===== src/rtl/sopt_pkg.sv =====
// Package for the segment:offset pointer translator.
// Holds payload structs, mode and status codes, and default sizes.
// No dependencies.
package sopt_pkg;

	localparam int SEG_BITS_DEF    = 8;
	localparam int OFFSET_BITS_DEF = 24;

	typedef enum logic [2:0] {
		MODE_ALLOC   = 3'd0,
		MODE_RELEASE = 3'd1,
		MODE_DECODE  = 3'd2,
		MODE_ENCODE  = 3'd3,
		MODE_SHIFT   = 3'd4
	} mode_t;

	typedef enum logic [1:0] {
		ST_OK      = 2'd0,
		ST_NO_FREE = 2'd1,
		ST_EMPTY   = 2'd2,
		ST_UNKNOWN = 2'd3
	} status_t;

	typedef struct packed {
		logic [2:0]         mode;
		logic [63:0]        address;
		logic [31:0]        packed_in;
		logic signed [63:0] shift;
	} in_item_t;

	typedef struct packed {
		logic [63:0] address_out;
		logic [31:0] packed_out;
		logic        is_null;
		logic [1:0]  status;
	} out_item_t;

	// Classified command handed from front to back.
	typedef struct packed {
		logic [2:0]  mode;
		logic        known;
		logic [63:0] address;
		logic [31:0] packed_in;
		logic [63:0] shift;
	} cmd_t;

	typedef enum logic [2:0] {
		BK_IDLE,
		BK_SCAN,
		BK_DEC,
		BK_ADD,
		BK_ENC,
		BK_DONE
	} bk_state_t;

endpackage


===== src/rtl/sopt_front.sv =====
// Front end: input beat acceptance, mode check, command queue toward the back end.
// Depends on sopt_pkg.
module sopt_front
	import sopt_pkg::*;
(
	input  logic     clk,
	input  logic     arst_n,
	input  in_item_t in_item,
	input  logic     push,
	output logic     full,
	output cmd_t     cmd,
	output logic     cmd_valid,
	input  logic     cmd_take
);

	cmd_t       slot_q [2];
	logic [1:0] cnt_q;
	logic       wp_q, rp_q;
	logic       do_push, do_pop;
	cmd_t       c;

	assign full      = cnt_q == 2'd2;
	assign do_push   = push && !full;
	assign do_pop    = cmd_take && cnt_q != 2'd0;
	assign cmd_valid = cnt_q != 2'd0;
	assign cmd       = slot_q[rp_q];

	// Classify the incoming beat
	always_comb begin
		c.mode      = in_item.mode;
		c.known     = in_item.mode <= MODE_SHIFT;
		c.address   = in_item.address;
		c.packed_in = in_item.packed_in;
		c.shift     = in_item.shift;
	end

	// Store payload
	always_ff @(posedge clk) begin
		if (do_push) begin
			slot_q[wp_q] <= c;
		end
	end

	// Advance queue pointers
	always_ff @(posedge clk or negedge arst_n) begin
		if (!arst_n) begin
			cnt_q <= '0;
			wp_q  <= 1'b0;
			rp_q  <= 1'b0;
		end else begin
			if (do_push) wp_q <= !wp_q;
			if (do_pop) rp_q <= !rp_q;
			cnt_q <= cnt_q + 2'(do_push) - 2'(do_pop);
		end
	end

endmodule


===== config.mk =====
export PLATFORM = sky130hd
export DESIGN_NAME = sopt_front
export DESIGN_NICKNAME = d
export VERILOG_FILES = /design/src/rtl/sopt_pkg.sv /design/src/rtl/sopt_front.sv
export SDC_FILE = /design/constraint.sdc
export NUM_CORES = 1
export LEC_CHECK = 0
export BUFFER_PORTS_ARGS = -buffer_cell sky130_fd_sc_hd__clkbuf_2
export CAP_MARGIN = 40
export CORE_MARGIN = 5
export CORE_UTILIZATION = 56
export CTS_CLUSTER_DIAMETER = 50
export DETAILED_ROUTE_END_ITERATION = 16
export PLACE_DENSITY = 0.85
export SYNTH_ARGS = -nofsm -noshare
export SYNTH_HDL_FRONTEND = slang
export SYNTH_SLANG_ARGS = --single-unit

===== constraint.sdc =====
create_clock -name clk -period 15.1 [get_ports clk]
set_input_delay 2.265 -clock clk [delete_from_list [all_inputs] [get_ports clk]]
set_output_delay 2.265 -clock clk [all_outputs]
set_load 0.005 [all_outputs]

==> results.txt, run 1 <==
- WP depth: 5
- Among cell families on the critical path, the largest total delay comes from buffers and inverters.
- The area growth from synthesis to layout is 25.2%.
- Global-route met2 utilization: 34.8%
* Clock tree buffer depth: 3
* Synthesis warning total: 0
* Setup repair after global routing missed its margin: no
* Synth Area per Inst: 22.9 µm²
- The final hold violation count came to 0.
* Setup bufs post-CTS: 0
- Outcome: completed
* I/O pins: around 330
- Routability-driven placement finished with a final weighted congestion of approximately 0.76.
- Unique masters post-synth: 16
* CP startpoint: rp_q$_DFFE_PN0P_
* Setup total negative slack: 0 ns
* Leading cell types by total area after synthesis: sky130_fd_sc_hd__edfxtp_1 81%, sky130_fd_sc_hd__mux2_2 15%, sky130_fd_sc_hd__buf_6 1.6%, sky130_fd_sc_hd__dfrtp_1 0.83%, sky130_fd_sc_hd__xnor2_1 0.22%
- Clock root buffer master: sky130_fd_sc_hd__clkbuf_16
- The HPWL after detailed placement is roughly 17000 µm.
- In the synthesized netlist the async set-or-reset flop fraction comes to under 10%.
- Worst path slowest cell: sky130_fd_sc_hd__buf_4
- In this run the worst hold path is classified as register to register.
- Among the stages of the critical path, the cell type that occurs most often is sky130_fd_sc_hd__buf_4.
- Following the worst setup path forward leads to its endpoint at cmd[1].
* Chip Width: 157 µm
* Count of maximum capacitance violations: 0
- The total area inside the core boundary comes to 0.0212 mm².
- At the worst endpoint, the arrival time is roughly 3.3 ns.
* Final-report setup violation count: 0
- Startpoint kind of the worst setup timing path: register
- Required time of the critical path: 12.84 ns
* Global-route congestion overflow total: 0
- GRT met1 Usage: 22.4%
* EDFF count, synth: 328
* Critical path, cell by cell: buf_4 -> buf_4 -> buf_12 -> mux2_2 -> clkbuf_2
- Entering global routing, the biggest net connects 68 pins.
* DR iter-0 viols: ~320
* Worst Slack Setup Final: 9.49 ns
- The net count of the finished layout is between 1000 and 1500.
- Length of the first detailed-routing pass in iterations: 5
- Flop and latch count out of synthesis: 332
- The routed design has 24700 µm of wire.
- Largest fanout of any net on the critical path: 67
* Number of buffer and inverter stages on the critical path: 4
- Met3 track demand over resource in global routing: 6.85%
- Die Outline Area: 0.0246 mm²
- The clock arrives with 0.0125 ns of skew.
* TritonCTS buffer count: 34
- Synth area leader: sky130_fd_sc_hd__edfxtp_1
- Before CTS, the worst setup slack after placement is 10.00 ns.
- PwrDens: 191 mW/mm²
- Total power for the finished layout comes to ~2900 µW.
- Share of the synthesized area in the top cell type: between 80 and 90%
* Category of the critical setup timing path: register to primary output
- Number of H-tree branching levels: 2
* Clk Latency, worst-skew pair: 0.49 ns
- The initial antenna violation count is 1.
- Measured along the y axis, the die boundary spans 157 µm.
- The detail route stage leaves a number of antenna-violating nets equal to 0.
- Dividing the final minimum period by the clock period gives between 30% and 40%.
* Most Used Layer, Global Route: met2
- Cells with a size suffix above 1 make up 60.7% of the layout.
- Fin crit period: 5.61 ns
- Achievable Freq: between 0.15 and 0.2 GHz
- Peak VDD IR: roughly 130 µV
* DRC errors left: 0
- Syn nets: 698
* Kind of end point of the critical path: primary output
- Hold is met by 0.499 ns.
- The number of cells on the worst reg-to-reg path is 4.
- Post-CTS Hold Fix Bufs: 0
- The first global-routing pass estimated 37300 µm of wire.
- Area of the mapped netlist: approximately 0.012 mm²
- The count of buffers added on input and output ports is 332.
- Leakage power of the design: between 0.005 and 0.006 µW
- After detailed routing, the number of vias per cell comes to about 5.2.
- Leading post-synthesis cells by instance count: 328 x sky130_fd_sc_hd__edfxtp_1, 164 x sky130_fd_sc_hd__mux2_2, 17 x sky130_fd_sc_hd__buf_6, 4 x sky130_fd_sc_hd__dfrtp_1, 3 x sky130_fd_sc_hd__xnor2_1
- Remaining max-slew budget at the tightest pin: 40.5%
- On the worst path, the slowest cell contributes a delay of 0.74 ns.
- The number of max-slew violations in the final report came to 0.
* Average wire per cell in the routed design: roughly 21 µm
- In this run the critical register-to-register path is launched from rp_q$_DFFE_PN0P_.
- By instance count, the leading cell after synthesis is sky130_fd_sc_hd__edfxtp_1.
* Fraction of the yosys area taken by sequential cells: 82.2%
- Initial Utilization: 57.2%
* Vias in the first global route: ~6800
* CTS resizes: 0
- End of the worst register-to-register path: rp_q$_DFFE_PN0P_
* Clock edge transition at the registers on the reported setup and hold paths: 0.06 ns
* Row cnt: 53
* Post-route core utilization: around 72%
* Global-route usage over all layers: 19.7%
* Slack of the worst reg-to-reg path: 12.55 ns
- The cell count after synthesis came out at 529.
- Across all layers, the routed design uses 6241 vias.
- The clock net in this run drives a total of 332 sinks.
- Among all flip-flop cells after synthesis, the most frequent one is sky130_fd_sc_hd__edfxtp_1.
- The number of antenna diodes in the final layout is 0.
* Slew at the pin closest to its max-slew limit: roughly 0.89 ns
* CTS tree: yes
[logic make-up (layout without fill, tap and decap cells)]
logic type | after synthesis | after routing | synth area share, %
adders and majority gates | 2 | 2 | 0.207
buffers and inverters | 20 | 405 | 1.69
muxes | 164 | 164 | 15.3
xor gates and xnor gates | 4 | 4 | 0.290
DFF | 332 | 332 | 82.2
AOI/OAI and AO/OA | 1 | 1 | 0.0413
and+or+nand+nor | 6 | 6 | 0.290
[state kept, by name (all words and copies together), names as in the netlist]
register / cells
rp_q: 1
slot_q: 328
wp_q: 1
cnt_q: 2
[worst min-delay path by stage]
stage                                   from                 end  slack, ns  cells after the start
after floorplan           cnt_q[1]$_DFF_PN0_  cnt_q[1]$_DFF_PN0_       0.45                      1
after global placement    cnt_q[1]$_DFF_PN0_  cnt_q[1]$_DFF_PN0_       0.48                      1
after detailed placement  cnt_q[1]$_DFF_PN0_  cnt_q[1]$_DFF_PN0_       0.49                      1
after CTS                 cnt_q[1]$_DFF_PN0_  cnt_q[1]$_DFF_PN0_       0.50                      1
after global routing      cnt_q[1]$_DFF_PN0_  cnt_q[1]$_DFF_PN0_       0.55                      1
final                     cnt_q[1]$_DFF_PN0_  cnt_q[1]$_DFF_PN0_       0.50                      1
[routing by layer]
layer	up-vias	wire, µm
met5	-	13
met4	2	620
met3	41	2610
met2	302	12900
met1	3054	8580
li1	2842	-
[where the power goes]
part | internal [µW] | switching [µW] | leakage (µW)
clock network | 461 | 314 | 0.000502
registers | 1260 | 62.3 | 0.00309
logic | 389 | 402 | 0.00216
[through the flow]
step	instance area [µm²]	cells
finish	15100	1189
global placement	14000	1124
floorplan	12100	529
detailed placement	14100	1129
CTS	15100	1189
global route	15100	1189
[layout make-up]
type                       instances  area (µm²)
timing repair buffer             343        1830
sequential                       332        9950
fill                            1293        6010
inverter                           2        7.51
multi-input combinational        177        1960
clock buffer                      44         952
tap                              275         344
clock inverter                    16         100
[cell usage in the layout (no fill, tap or decap), drive strengths merged]
master,n
ha,2
and3,1
clkinvlp,3
clkinv,12
dfrtp,4
o21ai,1
nand2,1
xor2,1
mux2,164
buf,11
inv,2
or2,1
clkbuf,376
edfxtp,328
and2,1
nor2,1
bufinv,1
xnor2,3
or2b,1
Note: power is estimated with default switching activity, not from simulation.
==> inputs of run 2 (changes only) <==
- ABC_AREA: default -> 1
- CORE_UTILIZATION: 56 -> 47
- PLACE_DENSITY: 0.85 -> 0.76
- clock period: 15.1 -> 4.79 ns (I/O delays scaled with it)
==> results.txt, run 2 <==
* Outcome: completed
- Post-Synth Simple-Gate Area: 15.8% (+16 points)
* Flop and latch count out of synthesis: 332 (unchanged)
* Number of standard cells in the final layout excluding fillers: 1589 (+34%)
* Synthesis warning total: 0 (unchanged)
- Gpl congestion: 0.811 (+6.4%)
- The number of ports placed on the die boundary was 333 (unchanged).
- The number of max-slew violations in the final report was 0 (unchanged).
- Total core area: 0.0253 mm² (+19%)
- Proportion of synthesized flip-flops having asynchronous set or reset: 1.20% (unchanged)
* Post-synthesis share of cell area spent on xor and xnor gates: 0% (-0.29 points)
- Setup repair after global routing missed its margin: no
- The worst setup path is of the register to primary output kind.
- The adder-cell share of the synthesized area came to 0.207% (about the same).
* Most frequently used flop master after synthesis: sky130_fd_sc_hd__edfxtp_1
- The largest fanout of any net on the critical path is 71 (+6.0%).
- Slack of the worst reg-to-reg path: 2.80 ns (-9.75 ns)
- The share of the synthesized area in the top cell type is 81.3% (about the same).
- The initial cell density of the core is 48.0% (-9.2 points).
- More flip-flops sit in one register than any other, and that register is slot_q.
- In this run the clock root is driven by a sky130_fd_sc_hd__clkbuf_16.
* Leading post-synthesis cells by instance count: 505 x sky130_fd_sc_hd__nand2_1, 328 x sky130_fd_sc_hd__edfxtp_1, 35 x sky130_fd_sc_hd__buf_2, 9 x sky130_fd_sc_hd__inv_1, 4 x sky130_fd_sc_hd__dfrtp_1
- The setup skew after layout was 0.0112 ns (-0.00133 ns).
- The number of nets with antenna violations after detailed routing is 0 (unchanged).
* Global-route usage over all layers: 17.8% (-1.9 points)
- The count of endpoints failing setup in the final report came to 0 (unchanged).
* Clk Latency, worst-skew pair: 0.50 ns (about the same)
- Largest net degree at the start of global routing: 89 (+31%)
* Length of the first detailed-routing pass in iterations: 5 (unchanged)
* I/O Buffers: 332 (unchanged)
- The site row count is 58 (+9.4%).
- Commonest non-fill, non-tap cell in the layout: sky130_fd_sc_hd__nand2_1
* Most frequent cells in the layout: 505 x sky130_fd_sc_hd__nand2_1, 332 x sky130_fd_sc_hd__clkbuf_2, 328 x sky130_fd_sc_hd__edfxtp_1, 37 x sky130_fd_sc_hd__clkbuf_16, 8 x sky130_fd_sc_hd__inv_1
* Slew at the pin closest to its max-slew limit: 0.822 ns (-0.0707 ns)
- Peak VDD IR: 410 µV (+210%)
* Leading cell types by total area after synthesis: sky130_fd_sc_hd__edfxtp_1 81%, sky130_fd_sc_hd__nand2_1 16%, sky130_fd_sc_hd__buf_2 1.4%, sky130_fd_sc_hd__dfrtp_1 0.83%, sky130_fd_sc_hd__inv_1 0.28%
- In this run the critical register-to-register path is launched from rp_q$_DFFE_PN0P_.
* Final Hold Viols: 0 (unchanged)
- Synth Area per Inst: 13.6 µm² (-41%)
- Clock sinks: 332 (unchanged)
- Synth area leader: sky130_fd_sc_hd__edfxtp_1
* Count of maximum capacitance violations: 0 (unchanged)
* Vias in the first global route: 7780 (+15%)
- The first-pass GRT wire length is 40200 µm (+7.7%).
* Leakage power of the design: 0.00668 µW (+16%)
- The count of H-tree levels built during CTS is 2 (unchanged).
- NumNets Final: 1404 (+33%)
- The number of buffers on the longest clock path was 3 (unchanged).
- The per-cell via count in the routed design was 4.89 (-6.8%).
- Post-synthesis compound-gate area fraction: 0.0413% (about the same)
* TritonCTS buffer count: 36 (+5.9%)
- The arrival time at the worst endpoint is 2.57 ns (-0.77 ns).
* EDFF count, synth: 328 (unchanged)
* Mux contribution to synthesized area: 0% (-15 points)
- STA classifies the critical path startpoint as a register.
- The remaining max-slew budget at the tightest pin is 45.2% (+4.7 points).
- Cell count after synthesis: 890 (+68%)
- STA classifies the critical path endpoint as a primary output.
- The mapped cell area came to 0.0121 mm² (about the same).
* Average wire per cell in the routed design: 16.9 µm (-19%)
- Cell count of the worst reg-to-reg path: 4 (unchanged)
- The largest registers in the layout are slot_q x328, cnt_q x2.
- End of the worst register-to-register path: rp_q$_DFFE_PN0P_
- Chip Width: 171 µm (+8.6%)
* DR iter-0 viols: 635 (+96%)
- Inserted Diodes: 0 (unchanged)
- Die extent in y: 171 µm (+8.6%)
- Clock edge transition at the registers on the reported setup and hold paths: 0.05 ns (about the same)
- The initial antenna violation count was 1 (unchanged).
* Via count: 7771 (+25%)
* Cell count after placement: 1527 (+35%)
- The final wirelength is 26900 µm (+8.7%).
- CTS tree: yes
- The sequential element share of the synthesized area is 82.2% (about the same).
- Hold crit path type: primary input to async pin
- The final sum of negative setup slack was 0 ns (unchanged).
- Die Outline Area: 0.0291 mm² (+18%)
* Fin crit share: 68.6%
- The quantity of hold-fixing buffers added after cts came to 0 (unchanged).
- The count of distinct cell types in the synthesized netlist was 11 (-5).
- The number of flip-flops in the largest register came to 328 (unchanged).
- The count of cells resized by post-cts repair was 0 (unchanged).
- Achievable Freq: between 0.3 and 0.4 GHz
- The post-synth net total came to 1059 (+52%).
- Synth-to-layout area growth: 26.5%
* Required time of the critical path: 4.07 ns (-8.77 ns)
- Share of cells above drive strength 1: 31.9% (-29 points)
- Fin crit period: 3.28 ns
- After synthesis, the largest family of logic cells by area is simple AND/OR/NAND/NOR gates.
* Half-perimeter wire length of the detailed placement result: 18200 µm (+5.9%)
- DRC errors left: 0 (unchanged)
* Global-route congestion overflow total: 0 (unchanged)
- Most repeated cell in the gate-level netlist after synthesis: sky130_fd_sc_hd__nand2_1
* PwrDens: 618 mW/mm² (+220%)
- Setup bufs post-CTS: 0 (unchanged)
-- run 2: cell types whose count changed after synthesis --
cell	change
sky130_fd_sc_hd__nand2_1	+504
sky130_fd_sc_hd__mux2_2	-164
sky130_fd_sc_hd__buf_2	+34
sky130_fd_sc_hd__buf_6	-17
sky130_fd_sc_hd__inv_1	+7
sky130_fd_sc_hd__nand3_1	+3
sky130_fd_sc_hd__xnor2_1	-3
sky130_fd_sc_hd__and2_2	-1
sky130_fd_sc_hd__and3_1	-1
sky130_fd_sc_hd__clkbuf_1	+1
sky130_fd_sc_hd__inv_2	+1
sky130_fd_sc_hd__or2_2	-1
sky130_fd_sc_hd__or2b_1	-1
sky130_fd_sc_hd__xor2_1	-1
-- run 2: power breakdown --
part	total, µW	leakage [µW]	switching [µW]	internal (µW)
Sequential	4160	0.00310	204	3960
Clock	2640	0.000559	1060	1580
Combinational	2670	0.00302	1740	928
-- run 2: final cells by class --
class | instances | area (µm²)
flip-flops and latches | 332 | 9950
well taps | 330 | 413
clock inverters | 22 | 213
repair buffers | 343 | 1810
clock buffers | 40 | 937
inverters | 10 | 45.0
fillers | 1890 | 9930
multi-input cells | 512 | 1950
-- run 2: logic make-up after synthesis --
logic type,Yosys count
AND/OR/NAND/NOR,509
flip-flops,332
buffers and inverters,46
adder cells (fa/ha/maj),2
AO/OA/AOI/OAI,1
-- run 2: per-layer routing --
layer  GRT usage (%)  wire [µm]  vias up
li1                -          -     3695
met1            22.7      10300     3641
met2            29.1      12800      381
met3            5.94       2950       52
met4            5.63        721        2
met5               0         13        -
-- run 2: how the worst max path moves through the flow --
stage	slack, ns	start	endpoint	depth (start not counted)
after floorplan	0.29	push	slot_q[0][0]$_DFFE_PP_	2
after detailed placement	1.99	rp_q$_DFFE_PN0P_	cmd[50]	5
after CTS	1.44	rp_q$_DFFE_PN0P_	cmd[150]	5
after global routing	1.29	rp_q$_DFFE_PN0P_	cmd[26]	5
final	1.51	rp_q$_DFFE_PN0P_	cmd[150]	5
after global placement	1.98	rp_q$_DFFE_PN0P_	cmd[50]	5
-- run 2: critical path: stages, from the launching register on --
cell and delay [ns]:
sky130_fd_sc_hd__dfrtp_4 0.68, sky130_fd_sc_hd__inv_4 0.61, sky130_fd_sc_hd__buf_4 0.38, sky130_fd_sc_hd__nand2_1 0.10, sky130_fd_sc_hd__nand2_1 0.10, sky130_fd_sc_hd__clkbuf_2 0.13
-- run 2: through the flow --
step | power (µW) | hold slack [ns] | cell area, µm² | setup WS, ns | utilization (%)
6_report | 9470 | 0.0263 | 15300 | 1.51 | 60.7
5_1_grt | 10100 | 0.00651 | 15300 | 1.29 | 60.7
4_1_cts | 9610 | 0.0112 | 15300 | 1.44 | 60.7
3_5_place_dp | 6950 | 0.463 | 14200 | 1.99 | 56.1
3_3_place_gp | 6870 | 0.454 | 14100 | 1.98 | 55.9
2_1_floorplan | 5650 | 0.423 | 12100 | 0.287 | -
==> inputs of run 3 (changes only) <==
- CORE_UTILIZATION: 47 -> 52
- PLACE_DENSITY: 0.76 -> 0.79
- clock period: 4.79 -> 3.2 ns (I/O delays scaled with it)
==> results.txt, run 3 (synthesis gave the netlist of run 2 again) <==
- Number of instances on the worst hold path: 1
* Initial Utilization: 53.2% (+5.2 points)
- Category of the critical setup timing path: register to primary output
* Hold crit path type: primary input to register
- The switching power summed over all nets came to 4520 µW (+51%).
- Fin crit share: about four fifths
- Post-route core utilization: 67.4% (+6.7 points)
- The reported leakage power is 0.00669 µW (+0.21%).
- Post-detailed-route via-to-cell ratio: 4.96 (+1.5%)
- NumNets Final: 1403 (-0.071%)
- The total global routing track utilization came to 20.4% (+2.7 points).
- Largest net degree at the start of global routing: 166 (+87%)
- The final hold violation count was 0 (unchanged).
- The site row count is 55 (-5.2%).
- The run finished with clean final reports.
* Comb pwr share: 29.0% (+0.8 points)
- Clock root buffer master: sky130_fd_sc_hd__clkbuf_16
- Via count: 7804 (+0.42%)
* CTS resizes: 0 (unchanged)
* Slew Limit Fails: 0 (unchanged)
- Setup bufs post-CTS: 0 (unchanged)
* Most common cell on crit path: sky130_fd_sc_hd__nand2_1
- The count of H-tree levels built during CTS came to 2 (unchanged).
* Average wire per cell in the routed design: 17.8 µm (+5.0%)
* Chip Width: 163 µm (-4.6%)
* Die Outline Area: 0.0264 mm² (-9.1%)
* Hold Startpoint: in_item[155]
- STA classifies the critical path startpoint as a register.
- Worst path slowest cell: sky130_fd_sc_hd__dfrtp_4
* TritonCTS buffer count: 36 (unchanged)
- Pre-CTS worst setup slack: 1.09 ns (-0.898 ns)
* Largest regs: slot_q x328, cnt_q x2
- The number of ports placed on the die boundary was 333 (unchanged).
- Combined area of the multi-input logic cells: 0.00196 mm² (+0.51%)
- The number of standard cells in the final layout excluding fillers is 1572 (-1.1%).
* Switching portion of total power: 31.4% (-0.29 points)
- The via count of the first global-routing pass was 8034 (+3.3%).
- The first-pass GRT wire length was 42100 µm (+4.7%).
- Clock tree buffer depth: 3 (unchanged)
* PwrDens: 937 mW/mm² (+52%)
* Cell count of the worst reg-to-reg path: 4 (unchanged)
- The worst endpoint required time came to 2.72 ns (-1.35 ns).
- The DRC violation count after routing was 0 (unchanged).
* Slew at the pin closest to its max-slew limit: 0.940 ns (+0.119 ns)
- DR iter-0 viols: 618 (-2.7%)
- The number of cells after detailed placement was 1508 (-1.2%).
- Remaining max-slew budget at the tightest pin: 37.3% (-7.9 points)
- Fin crit period: between 2 and 3 ns
* Clock edge transition at the registers on the reported setup and hold paths: 0.06 ns (about the same)
- The latest clock arrival within the worst-skew pair is 0.49 ns (about the same).
- Initial antenna violation count: 1 (unchanged)
- The proportion of power drawn by the clock network was 28.2% (+0.4 points).
* Clock sinks: 332 (unchanged)
- The worst setup margin was 0.615 ns (-0.891 ns).
* Startpoint of the lowest-slack register-to-register path: wp_q$_DFFE_PN0P_
- Largest fanout of any net on the critical path: 73 (+2.8%)
* Global-route congestion overflow total: 0 (unchanged)
* Synth-to-layout area growth: 26.7%
* Die extent in y: 163 µm (-4.6%)
- Slack of the worst reg-to-reg path: 1.46 ns (-1.34 ns)
- The worst setup path is captured at a primary output.
* Setup total negative slack: 0 ns (unchanged)
- The final RePlAce weighted congestion was 0.787 (-3.0%).
* Peak VDD IR: 853 µV (+110%)
* Half-perimeter wire length of the detailed placement result: 18300 µm (+0.88%)
* Final-report setup violation count: 0 (unchanged)
- Number of nets with antenna violations after detailed routing: 0 (unchanged)
* Max incr delay on CP: 0.50 ns (-0.18 ns)
- Internal: 9870 µW (+53%)
- TritonCTS built the clock tree.
- Most flops, register: slot_q
- Critical path, cell by cell: inv_4 -> buf_12 -> nand2_1 -> nand2_1 -> clkbuf_2
- The number of port buffers came to 332 (unchanged).
- The max capacitance violation total is 0 (unchanged).
* Setup repair after global routing missed its margin: no
- Achievable Freq: 0.387 GHz
* Commonest non-fill, non-tap cell in the layout: sky130_fd_sc_hd__nand2_1
- The filler cell count in the final layout is 1602 (-15%).
* Max reg flops: 328 (unchanged)
- Worst clock skew: 0.00930 ns (-0.00186 ns)
- Worst Hold Endpoint: slot_q[0][155]$_DFFE_PP_
- The arrival time at the worst endpoint is 2.11 ns (-0.46 ns).
- The number of iterations in the first detailed-routing pass came to 6 (+1).
- Reg area: 0.00995 mm² (unchanged)
- Sequential cell fraction of total power: 42.8% (-1.2 points)
- The final wirelength came to 27900 µm (+3.9%).
- In the layout the commonest cells are 503 x sky130_fd_sc_hd__nand2_1, 332 x sky130_fd_sc_hd__clkbuf_2, 328 x sky130_fd_sc_hd__edfxtp_1, 37 x sky130_fd_sc_hd__clkbuf_16.
- The core footprint is 0.0228 mm² (-9.8%).
* Share of cells above drive strength 1: 31.6% (-0.21 points)
* End of the worst register-to-register path: slot_q[0][96]$_DFFE_PP_
run 3: per-layer routing:
layer | GRT usage [%] | share of wire (%) | up-vias
met5 | 0 | 0.047 | -
met4 | 6.37 | 2.6 | 2
met3 | 8.78 | 13 | 51
met2 | 35.2 | 49 | 388
met1 | 23.3 | 35 | 3663
li1 | - | - | 3700
run 3: timing repair:
| item | CTS | global route |
|---|---|---|
| hold buffers | 1 | 0 |
| endpoints found under the hold margin | 4 | 0 |
| setup endpoints to repair | 0 | 0 |
run 3: critical path: cells and delay by family (launching register included):
kind | cells | cell delay (ns)
buffers and inverters | 3 | 0.86
DFF | 1 | 0.50
and+or+nand+nor | 2 | 0.20
run 3: how the worst max path moves through the flow:
stage | from | to | slack, ns | cells past startpoint
detailed placement | rp_q$_DFFE_PN0P_ | cmd[81] | 1.09 | 5
global route | rp_q$_DFFE_PN0P_ | cmd[16] | 0.48 | 5
global placement | rp_q$_DFFE_PN0P_ | cmd[58] | 1.14 | 5
finish | rp_q$_DFFE_PN0P_ | cmd[65] | 0.61 | 5
CTS | rp_q$_DFFE_PN0P_ | cmd[71] | 0.57 | 5
floorplan | cnt_q[1]$_DFF_PN0_ | slot_q[1][0]$_DFFE_PP_ | -0.21 | 3
run 3: cell type report:
type / instances / share of cell area (%)
Sequential cell: 332 / 64.8
Multi-Input combinational cell: 512 / 12.8
Timing Repair Buffer: 342 / 11.9
Clock buffer: 44 / 6.20
Tap cell: 313 / 2.55
Clock inverter: 18 / 1.42
Inverter: 10 / 0.285
Antenna cell: 1 / 0.0163
run 3: power groups by stage:
stage               Sequential (µW)  Clock [µW]  Combinational (µW)
finish                         6160        4060                4170
global route                   6220        4360                4630
CTS                            6160        4140                4240
detailed placement             6240           0                4210
global placement               6190           0                4120
floorplan                      6260           0                2170
run 3: through the flow:
step                      cell area (µm²)  hold WS, ns  total power [µW]
after CTS                           15300        0.149             14500
final                               15300        0.173             14400
after global routing                15300        0.145             15200
after detailed placement            14200        0.311             10400
after floorplan                     12100        0.184              8430
after global placement              14200        0.312             10300
